===== src/rtl/core/elm_pkg.sv =====
// ----------------------------------------------------------------------------
// Enclave lifecycle monitor package
// Shared types and codes: command opcodes, slot status codes, the slot
// record kept in the slot table, configuration register indexes and the
// controller states.
// ----------------------------------------------------------------------------
`default_nettype none

package elm_pkg;

    localparam int unsigned ADDR_W    = 64;
    localparam int unsigned CFG_IDX_W = 2;

    // Command opcodes.
    localparam logic [2:0] OP_CREATE  = 3'd0;
    localparam logic [2:0] OP_DESTROY = 3'd1;
    localparam logic [2:0] OP_RUN     = 3'd2;
    localparam logic [2:0] OP_EXIT    = 3'd3;
    localparam logic [2:0] OP_RESUME  = 3'd4;

    // Configuration register indexes.
    localparam logic [CFG_IDX_W-1:0] REG_MEM_FLOOR   = 2'd0;
    localparam logic [CFG_IDX_W-1:0] REG_MEM_CEILING = 2'd1;

    // Result codes.
    localparam logic RES_OK      = 1'b0;
    localparam logic RES_INVALID = 1'b1;

    // Slot status; free must encode as zero so an unwritten slot reads free.
    typedef enum logic [1:0] {
        SLOT_FREE    = 2'd0,
        SLOT_FRESH   = 2'd1,
        SLOT_IDLE    = 2'd2,
        SLOT_RUNNING = 2'd3
    } t_slot_status;

    // One entry of the slot table.
    typedef struct packed {
        t_slot_status      status;
        logic [ADDR_W-1:0] sec_lo;
        logic [ADDR_W-1:0] sec_hi;
        logic [ADDR_W-1:0] sh_lo;
        logic [ADDR_W-1:0] sh_hi;
        logic [ADDR_W-1:0] entry;
    } t_slot_rec;

    // Controller states.
    typedef enum logic [2:0] {
        S_IDLE  = 3'd0,
        S_FETCH = 3'd1,
        S_LOOK  = 3'd2,
        S_SCAN  = 3'd3,
        S_WRITE = 3'd4
    } t_state;

endpackage

`default_nettype wire


===== src/rtl/core/elm_ram.sv =====
// ----------------------------------------------------------------------------
// Generic simple dual-port RAM
// One write port and one read port with the read data registered.
// ----------------------------------------------------------------------------
`default_nettype none

module elm_ram #(
    parameter int unsigned WIDTH = 8,
    parameter int unsigned DEPTH = 8,
    parameter int unsigned AW    = (DEPTH > 1) ? $clog2(DEPTH) : 1
) (
    input  wire logic             i_clk,
    input  wire logic             i_we,
    input  wire logic [AW-1:0]    i_waddr,
    input  wire logic [WIDTH-1:0] i_wdata,
    input  wire logic             i_re,
    input  wire logic [AW-1:0]    i_raddr,
    output logic      [WIDTH-1:0] o_rdata
);

    logic [WIDTH-1:0] r_mem [0:DEPTH-1];

    // Write port.
    always_ff @(posedge i_clk) begin
        if (i_we) begin
            r_mem[i_waddr] <= i_wdata;
        end
    end

    // Registered read port.
    always_ff @(posedge i_clk) begin
        if (i_re) begin
            o_rdata <= r_mem[i_raddr];
        end
    end

endmodule

`default_nettype wire


===== src/rtl/core/enclave_lifecycle_monitor_core.sv =====
// ----------------------------------------------------------------------------
// Enclave lifecycle monitor core
// Security-monitor command engine over a table of enclave slots held in a
// synchronous RAM. Commands create, destroy, run, exit and resume a slot.
//
// Usage:
// - Command channel: i_in_valid / o_in_stall with the opcode, slot id and
//   the entry address and region bounds of a create. One item is taken at a
//   time; o_in_stall is high while an item is being processed.
// - Result channel: o_out_valid / i_out_stall, one result item per command.
//   The result sits in an output register, so the next command is taken
//   while a result still waits for the receiver.
// - Configuration channel: i_cfg_valid / o_cfg_ready (always ready) writes
//   mem_floor (index 0) or mem_ceiling (index 1); other indexes are ignored.
// - Sequence: destroy, run, exit, resume and rejected opcodes pass from
//   acceptance through the read, look and write states; create also
//   passes a scan state that walks the slot table one slot per cycle
//   through the RAM read port for the overlap check. The next item is
//   taken in the idle state entered when the result is registered.
// - Reset clears the running state and the per-slot valid bits; a slot that
//   was never written reads as free with zero bounds, so no clearing pass
//   is needed. If the receiver stalls, a finished command waits in its
//   write cycle until the output register frees up.
// ----------------------------------------------------------------------------
`default_nettype none

module enclave_lifecycle_monitor_core #(
    parameter int unsigned SLOT_COUNT = 8
) (
    input  wire logic                          i_clk,
    input  wire logic                          i_rst_n,
    // Command channel
    input  wire logic                          i_in_valid,
    output logic                               o_in_stall,
    input  wire logic [2:0]                    i_opcode,
    input  wire logic [3:0]                    i_slot_id,
    input  wire logic [elm_pkg::ADDR_W-1:0]    i_start_address,
    input  wire logic [elm_pkg::ADDR_W-1:0]    i_secure_low,
    input  wire logic [elm_pkg::ADDR_W-1:0]    i_secure_high,
    input  wire logic [elm_pkg::ADDR_W-1:0]    i_shared_low,
    input  wire logic [elm_pkg::ADDR_W-1:0]    i_shared_high,
    // Result channel
    output logic                               o_out_valid,
    input  wire logic                          i_out_stall,
    output logic                               o_result_code,
    output logic                               o_enclave_active,
    output logic      [3:0]                    o_active_slot,
    output logic      [elm_pkg::ADDR_W-1:0]    o_jump_address,
    output logic      [elm_pkg::ADDR_W-1:0]    o_grant_secure_low,
    output logic      [elm_pkg::ADDR_W-1:0]    o_grant_secure_high,
    output logic      [elm_pkg::ADDR_W-1:0]    o_grant_shared_low,
    output logic      [elm_pkg::ADDR_W-1:0]    o_grant_shared_high,
    // Configuration channel
    input  wire logic                          i_cfg_valid,
    output logic                               o_cfg_ready,
    input  wire logic [elm_pkg::CFG_IDX_W-1:0] i_cfg_index,
    input  wire logic [elm_pkg::ADDR_W-1:0]    i_cfg_data
);

    import elm_pkg::*;

    localparam int unsigned AW     = (SLOT_COUNT > 1) ? $clog2(SLOT_COUNT) : 1;
    localparam int unsigned CW     = $clog2(SLOT_COUNT + 1);
    localparam int unsigned VDEPTH = 1 << AW;
    localparam int unsigned RW     = $bits(t_slot_rec);

    // Controller and command registers.
    t_state            r_state, n_state;
    logic [2:0]        r_op;
    logic [3:0]        r_slot_id;
    t_slot_rec         r_new;
    logic              r_reg_ok;

    // Configuration registers.
    logic [ADDR_W-1:0] r_floor;
    logic [ADDR_W-1:0] r_ceil;

    // Running state.
    logic              r_running, n_running;
    logic [3:0]        r_run_slot, n_run_slot;

    // Slot table access.
    logic [VDEPTH-1:0] r_valid;
    logic              r_rd_vld;
    t_slot_rec         r_rec;
    t_slot_rec         rd_rec;
    logic [RW-1:0]     ram_q;
    logic              ram_re;
    logic [AW-1:0]     ram_raddr;
    logic              ram_we;
    logic [AW-1:0]     ram_waddr;
    t_slot_rec         wr_rec;

    // Overlap scan.
    logic [CW-1:0]     r_cnt;
    logic              r_pend;
    logic              r_clash;
    logic              scan_hit;
    logic              scan_issue;

    // Command decision.
    logic              id_ok;
    logic              legal;
    logic              cmd_ok;
    logic              entered;
    logic              proceed;
    logic [AW-1:0]     target;

    // Output registers.
    logic              r_out_valid;
    logic              r_res_code;
    logic              r_out_active;
    logic [3:0]        r_out_slot;
    logic [ADDR_W-1:0] r_out_jump;
    logic [ADDR_W-1:0] r_out_gsl;
    logic [ADDR_W-1:0] r_out_gsh;
    logic [ADDR_W-1:0] r_out_gshl;
    logic [ADDR_W-1:0] r_out_gshh;

    elm_ram #(
        .WIDTH (RW),
        .DEPTH (SLOT_COUNT),
        .AW    (AW)
    ) u_slot_ram (
        .i_clk   (i_clk),
        .i_we    (ram_we),
        .i_waddr (ram_waddr),
        .i_wdata (wr_rec),
        .i_re    (ram_re),
        .i_raddr (ram_raddr),
        .o_rdata (ram_q)
    );

    // A slot never written reads as free with zero bounds.
    assign rd_rec = r_rd_vld ? t_slot_rec'(ram_q) : t_slot_rec'('0);

    assign id_ok   = (r_slot_id < 4'(SLOT_COUNT));
    assign legal   = !r_running && id_ok;
    assign target  = (r_op == OP_EXIT) ? r_run_slot[AW-1:0] : r_slot_id[AW-1:0];
    assign proceed = !r_out_valid || !i_out_stall;

    // Half-open overlap of the new secure range with the slot just read.
    assign scan_hit = r_pend && (rd_rec.sec_hi > r_new.sec_lo)
                      && (r_new.sec_hi > rd_rec.sec_lo);
    assign scan_issue = (r_cnt < CW'(SLOT_COUNT));

    // Next state.
    always_comb begin
        n_state = r_state;
        unique case (r_state)
            S_IDLE: begin
                if (i_in_valid) begin
                    n_state = S_FETCH;
                end
            end
            S_FETCH: begin
                n_state = S_LOOK;
            end
            S_LOOK: begin
                n_state = (r_op == OP_CREATE) ? S_SCAN : S_WRITE;
            end
            S_SCAN: begin
                if (!scan_issue && !r_pend) begin
                    n_state = S_WRITE;
                end
            end
            S_WRITE: begin
                if (proceed) begin
                    n_state = S_IDLE;
                end
            end
            default: begin
                n_state = S_IDLE;
            end
        endcase
    end

    // Memory read control per state.
    always_comb begin
        ram_re    = 1'b0;
        ram_raddr = target;
        unique case (r_state)
            S_FETCH: begin
                ram_re = 1'b1;
            end
            S_SCAN: begin
                ram_re    = scan_issue;
                ram_raddr = r_cnt[AW-1:0];
            end
            default: begin
                ram_re = 1'b0;
            end
        endcase
    end

    // Command decision and write-back record, used in the write state.
    always_comb begin
        cmd_ok     = 1'b0;
        entered    = 1'b0;
        wr_rec     = r_rec;
        ram_waddr  = target;
        n_running  = r_running;
        n_run_slot = r_run_slot;
        unique case (r_op)
            OP_EXIT: begin
                cmd_ok        = r_running;
                wr_rec.status = SLOT_IDLE;
                if (cmd_ok) begin
                    n_running  = 1'b0;
                    n_run_slot = 4'd0;
                end
            end
            OP_CREATE: begin
                cmd_ok = legal && (r_rec.status == SLOT_FREE) && r_reg_ok && !r_clash;
                wr_rec = r_new;
            end
            OP_DESTROY: begin
                cmd_ok = legal && ((r_rec.status == SLOT_FRESH)
                                   || (r_rec.status == SLOT_IDLE));
                wr_rec.status = SLOT_FREE;
                wr_rec.sec_lo = '0;
                wr_rec.sec_hi = '0;
            end
            OP_RUN, OP_RESUME: begin
                if (r_op == OP_RUN) begin
                    cmd_ok = legal && ((r_rec.status == SLOT_FRESH)
                                       || (r_rec.status == SLOT_IDLE));
                end else begin
                    cmd_ok = legal && (r_rec.status == SLOT_IDLE);
                end
                wr_rec.status = SLOT_RUNNING;
                entered       = cmd_ok;
                if (cmd_ok) begin
                    n_running  = 1'b1;
                    n_run_slot = r_slot_id;
                end
            end
            default: begin
                cmd_ok = 1'b0;
            end
        endcase
    end

    assign ram_we = (r_state == S_WRITE) && proceed && cmd_ok;

    // Controller, command capture and scan bookkeeping.
    always_ff @(posedge i_clk) begin
        if (!i_rst_n) begin
            r_state    <= S_IDLE;
            r_running  <= 1'b0;
            r_run_slot <= 4'd0;
            r_valid    <= '0;
            r_floor    <= '0;
            r_ceil     <= '1;
            r_pend     <= 1'b0;
            r_cnt      <= '0;
            r_clash    <= 1'b0;
        end else begin
            r_state <= n_state;
            if (i_cfg_valid && (i_cfg_index == REG_MEM_FLOOR)) begin
                r_floor <= i_cfg_data;
            end
            if (i_cfg_valid && (i_cfg_index == REG_MEM_CEILING)) begin
                r_ceil <= i_cfg_data;
            end
            if (r_state == S_LOOK) begin
                r_cnt   <= '0;
                r_pend  <= 1'b0;
                r_clash <= 1'b0;
            end
            if (r_state == S_SCAN) begin
                r_pend <= scan_issue;
                if (scan_issue) begin
                    r_cnt <= r_cnt + CW'(1);
                end
                if (scan_hit) begin
                    r_clash <= 1'b1;
                end
            end
            if ((r_state == S_WRITE) && proceed) begin
                r_running  <= n_running;
                r_run_slot <= n_run_slot;
                if (ram_we) begin
                    r_valid[ram_waddr] <= 1'b1;
                end
            end
        end
    end

    // Payload registers: command fields, region check and read data.
    always_ff @(posedge i_clk) begin
        if ((r_state == S_IDLE) && i_in_valid) begin
            r_op          <= i_opcode;
            r_slot_id     <= i_slot_id;
            r_new.status  <= SLOT_FRESH;
            r_new.sec_lo  <= i_secure_low;
            r_new.sec_hi  <= i_secure_high;
            r_new.sh_lo   <= i_shared_low;
            r_new.sh_hi   <= i_shared_high;
            r_new.entry   <= i_start_address;
        end
        if (r_state == S_FETCH) begin
            r_reg_ok <= (r_new.sec_lo < r_new.sec_hi) && (r_new.sec_lo >= r_floor)
                        && (r_new.sec_hi <= r_ceil) && (r_new.sh_lo < r_new.sh_hi)
                        && (r_new.sh_lo >= r_floor) && (r_new.sh_hi <= r_ceil);
        end
        if (ram_re) begin
            r_rd_vld <= r_valid[ram_raddr];
        end
        if (r_state == S_LOOK) begin
            r_rec <= rd_rec;
        end
    end

    // Output register.
    always_ff @(posedge i_clk) begin
        if (!i_rst_n) begin
            r_out_valid <= 1'b0;
        end else if ((r_state == S_WRITE) && proceed) begin
            r_out_valid <= 1'b1;
        end else if (!i_out_stall) begin
            r_out_valid <= 1'b0;
        end
    end

    always_ff @(posedge i_clk) begin
        if ((r_state == S_WRITE) && proceed) begin
            r_res_code   <= cmd_ok ? RES_OK : RES_INVALID;
            r_out_active <= n_running;
            r_out_slot   <= n_run_slot;
            r_out_jump   <= (entered && (r_op == OP_RUN)) ? r_rec.entry : '0;
            r_out_gsl    <= entered ? r_rec.sec_lo : '0;
            r_out_gsh    <= entered ? r_rec.sec_hi : '0;
            r_out_gshl   <= entered ? r_rec.sh_lo : '0;
            r_out_gshh   <= entered ? r_rec.sh_hi : '0;
        end
    end

    assign o_in_stall          = (r_state != S_IDLE);
    assign o_cfg_ready         = 1'b1;
    assign o_out_valid         = r_out_valid;
    assign o_result_code       = r_res_code;
    assign o_enclave_active    = r_out_active;
    assign o_active_slot       = r_out_slot;
    assign o_jump_address      = r_out_jump;
    assign o_grant_secure_low  = r_out_gsl;
    assign o_grant_secure_high = r_out_gsh;
    assign o_grant_shared_low  = r_out_gshl;
    assign o_grant_shared_high = r_out_gshh;

    // The scan counter never passes the table size.
    a_scan_bound: assert property (@(posedge i_clk) disable iff (!i_rst_n)
        r_cnt <= CW'(SLOT_COUNT))
        else $error("slot scan counter ran past the table");

    // The running slot always lies inside the table.
    a_run_slot: assert property (@(posedge i_clk) disable iff (!i_rst_n)
        r_running |-> (r_run_slot < 4'(SLOT_COUNT)))
        else $error("running slot outside the table");

    // A table write completes the command.
    a_write_done: assert property (@(posedge i_clk) disable iff (!i_rst_n)
        ram_we |=> (r_state == S_IDLE) && r_out_valid)
        else $error("table write without a result");

    // A jump address is only reported with an enclave running.
    a_jump_active: assert property (@(posedge i_clk) disable iff (!i_rst_n)
        (r_out_valid && (r_out_jump != '0)) |-> (r_out_active && (r_res_code == RES_OK)))
        else $error("jump address without a successful run");

    // With no enclave running, the reported slot is zero.
    a_idle_slot: assert property (@(posedge i_clk) disable iff (!i_rst_n)
        (r_out_valid && !r_out_active) |-> (r_out_slot == 4'd0))
        else $error("active slot reported while nothing runs");

endmodule

`default_nettype wire

===== config.mk =====
export PLATFORM = sky130hd
export DESIGN_NAME = enclave_lifecycle_monitor_core
export DESIGN_NICKNAME = d
export VERILOG_FILES = /design/src/rtl/core/elm_pkg.sv /design/src/rtl/core/elm_ram.sv /design/src/rtl/core/enclave_lifecycle_monitor_core.sv
export SDC_FILE = /design/constraint.sdc
export NUM_CORES = 2
export LEC_CHECK = 0
export ABC_AREA = 1
export BUFFER_PORTS_ARGS = -buffer_cell sky130_fd_sc_hd__buf_2
export CORE_MARGIN = 1.5
export CORE_UTILIZATION = 25
export CTS_CLUSTER_SIZE = 8
export DETAILED_ROUTE_END_ITERATION = 10
export PLACE_DENSITY = 0.45
export SYNTH_ARGS = -nofsm -noshare
export SYNTH_HDL_FRONTEND = slang
export SYNTH_SLANG_ARGS = --single-unit

===== constraint.sdc =====
create_clock -name i_clk -period 36.3 [get_ports i_clk]
set_input_delay 7.26 -clock i_clk [delete_from_list [all_inputs] [get_ports i_clk]]
set_output_delay 7.26 -clock i_clk [all_outputs]
set_load 0.01 [all_outputs]

-- Yosys cells after proc, flatten, opt, wreduce, memory -nomap -nowiden
Memories as Yosys holds them, arrays and structs flattened. A register that Yosys moved wholly into a read port is not among the register bits.
Cells that the tools add are included.
- register bits after elaboration: 1128
- latch bits: 0
- bits in writable memories: 2576
- ROM bits: 0
- input bits: 398
- output and inout port bits: 329
- word-level logic and storage cells: 140
- memories kept: 1
- memories (memory ; depth ; bits a word ; rd ports ; clocked after Yosys merged registers in ; write ports ; RTL line ; RTL):
    u_slot_ram.r_mem ; 8 ; 322 ; 1 ; 1 ; 1 ; elm_ram.sv:21 ; logic [WIDTH-1:0] r_mem [0:DEPTH-1];
- add/subtract/negate cells: 1
- $mul: 0
- divide/modulo/power cells: 0
- $lt $le $gt $ge: 13
- eq/ne operators: 15
- shift-type cells: 0
- muxes and demuxes: 38
- bitwise gates (word level): 1
- reductions and logical operators: 38
- operators by type and width (kind ; count):
    $mux 320 ; 1
    $pmux 128 s2 ; 1
    $mux 192 ; 1
    $ge 64x64->1 ; 2
    $gt 64x64->1 ; 2
    $le 64x64->1 ; 2
    $lt 64x64->1 ; 2
    $logic_and 1x1->1 ; 21
    $mux 4 ; 5
    $mux 3 ; 6
    $mux 1 ; 16
    $pmux 3 s5 ; 1
    $eq 3x2->1 const B ; 4
    $lt 3x4->1 const B ; 2
    $lt 4x4->1 const B ; 2
    $or 8x8->8 ; 1
    $pmux 2 s4 ; 1
    $pmux 4 s2 ; 1
    $eq 3x1->1 const B ; 2
    $eq 3x3->1 const B ; 2
    $logic_not 1->1 ; 6
    $logic_not 3->1 ; 2
    $ne 2x2->1 const B ; 3
    $add 4x1->4 const B ; 1
    15 further kinds ; 19

-- Depth between registers and ports, before layout
- depth after elaboration: 9
- depth in mapped cells: 20
- depth with buffers taken out: 20

-- By module
From an unflattened synthesis, not the netlist that was laid out.
- cells, all modules: 16922
- area, all modules: 176310.3 um^2
- modules (own cells, without submodules) (module ; times used ; cells an instance ; area an instance (um^2)):
    elm_ram ; 1 ; 11467 ; 121242.5
    enclave_lifecycle_monitor_core ; 1 ; 5455 ; 55067.8

-- Least setup slack after synthesis
No wires, ideal clock.
- path kind: input to register
- start point: in i_out_stall
- end point: mem u_slot_ram.r_mem[0][0] (netlist bit) (enable)
- library setup time: 1013 ps
- arrival: 21069 ps
- path slack: 14217 ps
- cell stages on the path: 5
- buffers on the path: 0
- cells stage by stage: nand2_1 -> nand2_1 -> nor2_1 -> nand2_1 -> nor2_1
- word-level cells in the longest chain between the ends: 6
- RTL lines (what ; RTL line ; RTL):
    start, declared ; enclave_lifecycle_monitor_core.sv:44 ; input wire logic i_out_stall,
    $logic_not 1->1 ; - ;
    $logic_or 1x1->1 ; enclave_lifecycle_monitor_core.sv:140 ; assign proceed = !r_out_valid || !i_out_stall;
    $logic_and 1x1->1 (2 in series) ; enclave_lifecycle_monitor_core.sv:244 ; assign ram_we = (r_state == S_WRITE) && proceed && cmd_ok;
    $mux 1 ; elm_ram.sv:25 ; if (i_we) begin
    $mux 1 (not written as such) ; elm_ram.sv:26 ; r_mem[i_waddr] <= i_wdata;
    end, declared ; elm_ram.sv:21 ;
No other way between the ends.

-- Worst setup path in the final report
- start point: in i_out_stall
- end point: mem u_slot_ram.r_mem[6][154] (netlist bit) (enable)
Same word-level chain as after synthesis.

==> flow_metrics.py <==
metrics = {
    "run_status": {
        "status": "complete, but fails checks",
        "violations": "capacitance limit",
    },
    "cts": {
        "cts-resized-gates": 0,
        "cts_made_buffers": 582,
        "cts_root_buf": "clkbuf_16",
        "cts.reportedPaths.clkPinSlew_ns": 0.05,
        "cts_tree": "yes",
        "clock_sinks": 4026,
        "hold_buffers": 0,
        "htree_levels": 6,
        "postCtsSetupBuffers": 0,
        "clk_latency_ns": 1.09,
        "clk_path_buf_depth": 4,
    },
    "global_routing": {
        "grt_max_degree": 219,
        "grt_pass1_vias": 98937,
        "overflow": 0,
        "antenna_found_initial": 116,
        "grt_usage_pct": 16.8,
        "grt_pass1_wl_um": 790000,
    },
    "critical_path": {
        "crit_start": "i_out_stall",
        "r2r-start": "r_op[2]",
        "cp-start-kind": "input port",
        "critPathRequiredTime_ns": 36.96,
        "end_kind": "flip-flop",
        "crit_arrival_ns": 12.08,
        "cp_max_fo": 42,
        "crit_type": "in2reg",
    },
    "yosys": {
        "synth_area_leaders": "edfxtp_1 (71%), o21ai_0 (4.9%), nor2_1 (4.1%)",
        "synth_fp_nets": 13983,
        "synth.ff_latch_count": 4026,
        "yosys.area.top_type": "edfxtp_1",
        "syn_area_per_cell_sq_um": 12.5,
        "synth_flop_cell": "edfxtp_1",
        "yosys_warnings": 0,
        "syn_inst": 13072,
        "synth_edf_count": 3875,
        "synth_seq_area_share_pct": 73.0,
        "async_flop_share_pct": 0,
        "synth_top_area_share_pct": 71.1,
        "syn_area_sq_um": 164000,
        "ys_types": 40,
    },
    "power_and_ir_drop": {
        "power-per-cell-area_nw_per_um2": 63.8,
        "irDropWorstVdd_uv": 55.6,
        "pwr-share-comb_pct": 13.7,
        "p_int_mw": 8.86,
        "leakage_nw": 70.3,
        "pwr-share-clk_pct": 40.5,
        "swShare_pct": 28.4,
        "power_frac_seq_pct": 45.7,
        "p_sw_mw": 3.51,
        "p_total_mw": 12.4,
    },
    "sta": {
        "fin_skew_ns": 0.0865,
        "tightest_slew_ns": 1.48,
        "whs_ns": 0.452,
        "slew_viol_final": 0,
        "period_share_pct": 31.5,
        "maxSlewHeadroom_pct": 0.253,
        "rsz0062_at_grt": "false",
        "finalSetupViolCount": 0,
        "min_period_ns": 11.42,
        "fmax_ghz": 0.0876,
        "final-hold-violation-count": 0,
        "fin_setup_tns_ns": 0,
    },
    "placement": {
        "io_buffers": 725,
        "place_congestion": 0.817,
        "dpl_cell_area_sq_um": 177000,
        "dp_hpwl_um": 375000,
        "dp.cells": 21931,
    },
    "route": {
        "antenna_left": 0,
        "wl_per_cell_um": 25.3,
        "wl_um": 577000,
        "via_per_inst": 4.56,
        "drt_iter0_drc": 9616,
        "route.vias.total": 104065,
        "dr.pass1.iters": 6,
        "drc": 0,
    },
    "floorplan": {
        "die_w_um": 812,
        "dieHeight_um": 812,
        "die_area_sq_um": 659000,
        "start_util_pct": 25.1,
        "io_pins": 727,
        "coreArea_sq_um": 651000,
        "std_cell_rows": 296,
    },
    "final_layout": {
        "filler_cell_count": 65958,
        "area_growth_syn_to_layout_pct": 18.5,
        "final_common_cell": "edfxtp_1",
        "final_area_sq_um": 194000,
        "drive_above_1_share_pct": 11.3,
        "nNetsFinal": 14784,
        "fin_cells": 22811,
        "mostFrequentLayoutCells": "edfxtp_1 (3875), nor2_1 (1763), o21ai_0 (1606), inv_1 (1409), nand2_1 (1310)",
    },
    "worst_hold_path": {
        "worstHoldStart": "r_run_slot[3]",
        "min_path_type": "reg2reg",
    },
    "flow_run": {
        "maxCapViolations": 1,
    },
}
[worst max-delay path: stages]
cell	delay (ns)
buf_2	0.12
nand2_1	0.09
nand2_1	0.22
nor2_1	0.38
nand2_1	0.32
nor2_4	0.76
buf_4	0.67
buf_4	0.62
buf_4	0.69
buf_4	0.74
[kinds of logic after synthesis]
family,Yosys count,share of synthesized area (%)
fa+ha+maj,513,3.92
compound gates,3186,10.5
other cells,1,0.00229
buf+inv,2101,4.92
simple gates,3245,7.63
flops,4026,73.0
[area by class of cell]
class                           count  area [sq um]  share of cell area (%)
Antenna cell                      126           315                   0.163
Clock buffer                      687         15100                    7.78
Clock inverter                     67          1340                   0.691
Inverter                         1418          5360                    2.76
Multi-Input combinational cell   6945         36300                    18.7
Sequential cell                  4026        119000                    61.6
Tap cell                         8642         10800                    5.58
Timing Repair Buffer              900          5300                    2.73
[synth_stat cells (2+ instances only)]
cell type,instances
buf_4,4
nor2_1,1775
nor4_1,8
nand3_1,64
o221ai_1,2
o211ai_1,68
nand4_1,43
edfxtp_1,3875
o21ai_0,1609
o21bai_1,3
buf_1,32
nor3_1,23
dfxtp_1,151
o21ai_2,4
a31oi_1,4
inv_1,1411
o22ai_1,774
buf_2,119
a21o_1,7
o21a_1,22
nand2_1,1313
a21oi_1,325
inv_2,7
a211oi_1,2
and3_1,4
a21boi_0,2
nand3b_1,4
or2_2,4
o21ai_1,359
nor3b_1,3
clkbuf_1,528
nor2_4,2
a311oi_1,2
ha_1,513
[registers in the layout, indices dropped and copies added (netlist names), 64 cells and up]
register,flops
u_slot_ram.r_mem,2576
r_rec,322
u_slot_ram.o_rdata,322
r_new,320
o_grant_secure_high,64
o_grant_secure_low,64
o_grant_shared_high,64
o_grant_shared_low,64
o_jump_address,64
r_ceil,64
r_floor,64
[stage by stage]
stage | util (%) | worst slack (ns)
3_5_place_dp | 27.2 | 23.72
5_1_grt | 29.7 | 24.66
4_1_cts | 29.7 | 24.90
2_1_floorplan | - | 14.22
3_3_place_gp | 27.2 | 23.76
6_report | 29.8 | 24.88
[metal layers]
| layer | up-vias | part of all wire (%) | GRT usage (%) |
|---|---|---|---|
| li1 | 47968 | - | - |
| met1 | 51960 | 45 | 23.4 |
| met2 | 3372 | 45 | 26.7 |
| met3 | 721 | 7.4 | 3.46 |
| met4 | 44 | 2.6 | 4.26 |
| met5 | - | 0.051 | 0 |
[final timing paths]
| check | end | slack [ns] | cells past startpoint |
|---|---|---|---|
| worst min-delay path | r_run_slot[3] | 0.45 | 2 |
| worst min register to register | r_run_slot[3] | 0.45 | 2 |
| worst max register to register | u_slot_ram.o_rdata[215] | 29.71 | 16 |
| worst max-delay path | u_slot_ram.r_mem[6][154] | 24.88 | 10 |
[power by group through the flow]
| stage | clock [mW] | combinational [mW] | sequential, mW |
|---|---|---|---|
| finish | 5.01 | 1.70 | 5.66 |
| global route | 5.32 | 1.90 | 5.67 |
| detailed placement | 0 | 1.72 | 5.75 |
| floorplan | 0 | 1.04 | 5.71 |
| global placement | 0 | 1.71 | 5.75 |
| CTS | 5.15 | 1.73 | 5.66 |
(Power assumes the default switching activity.)
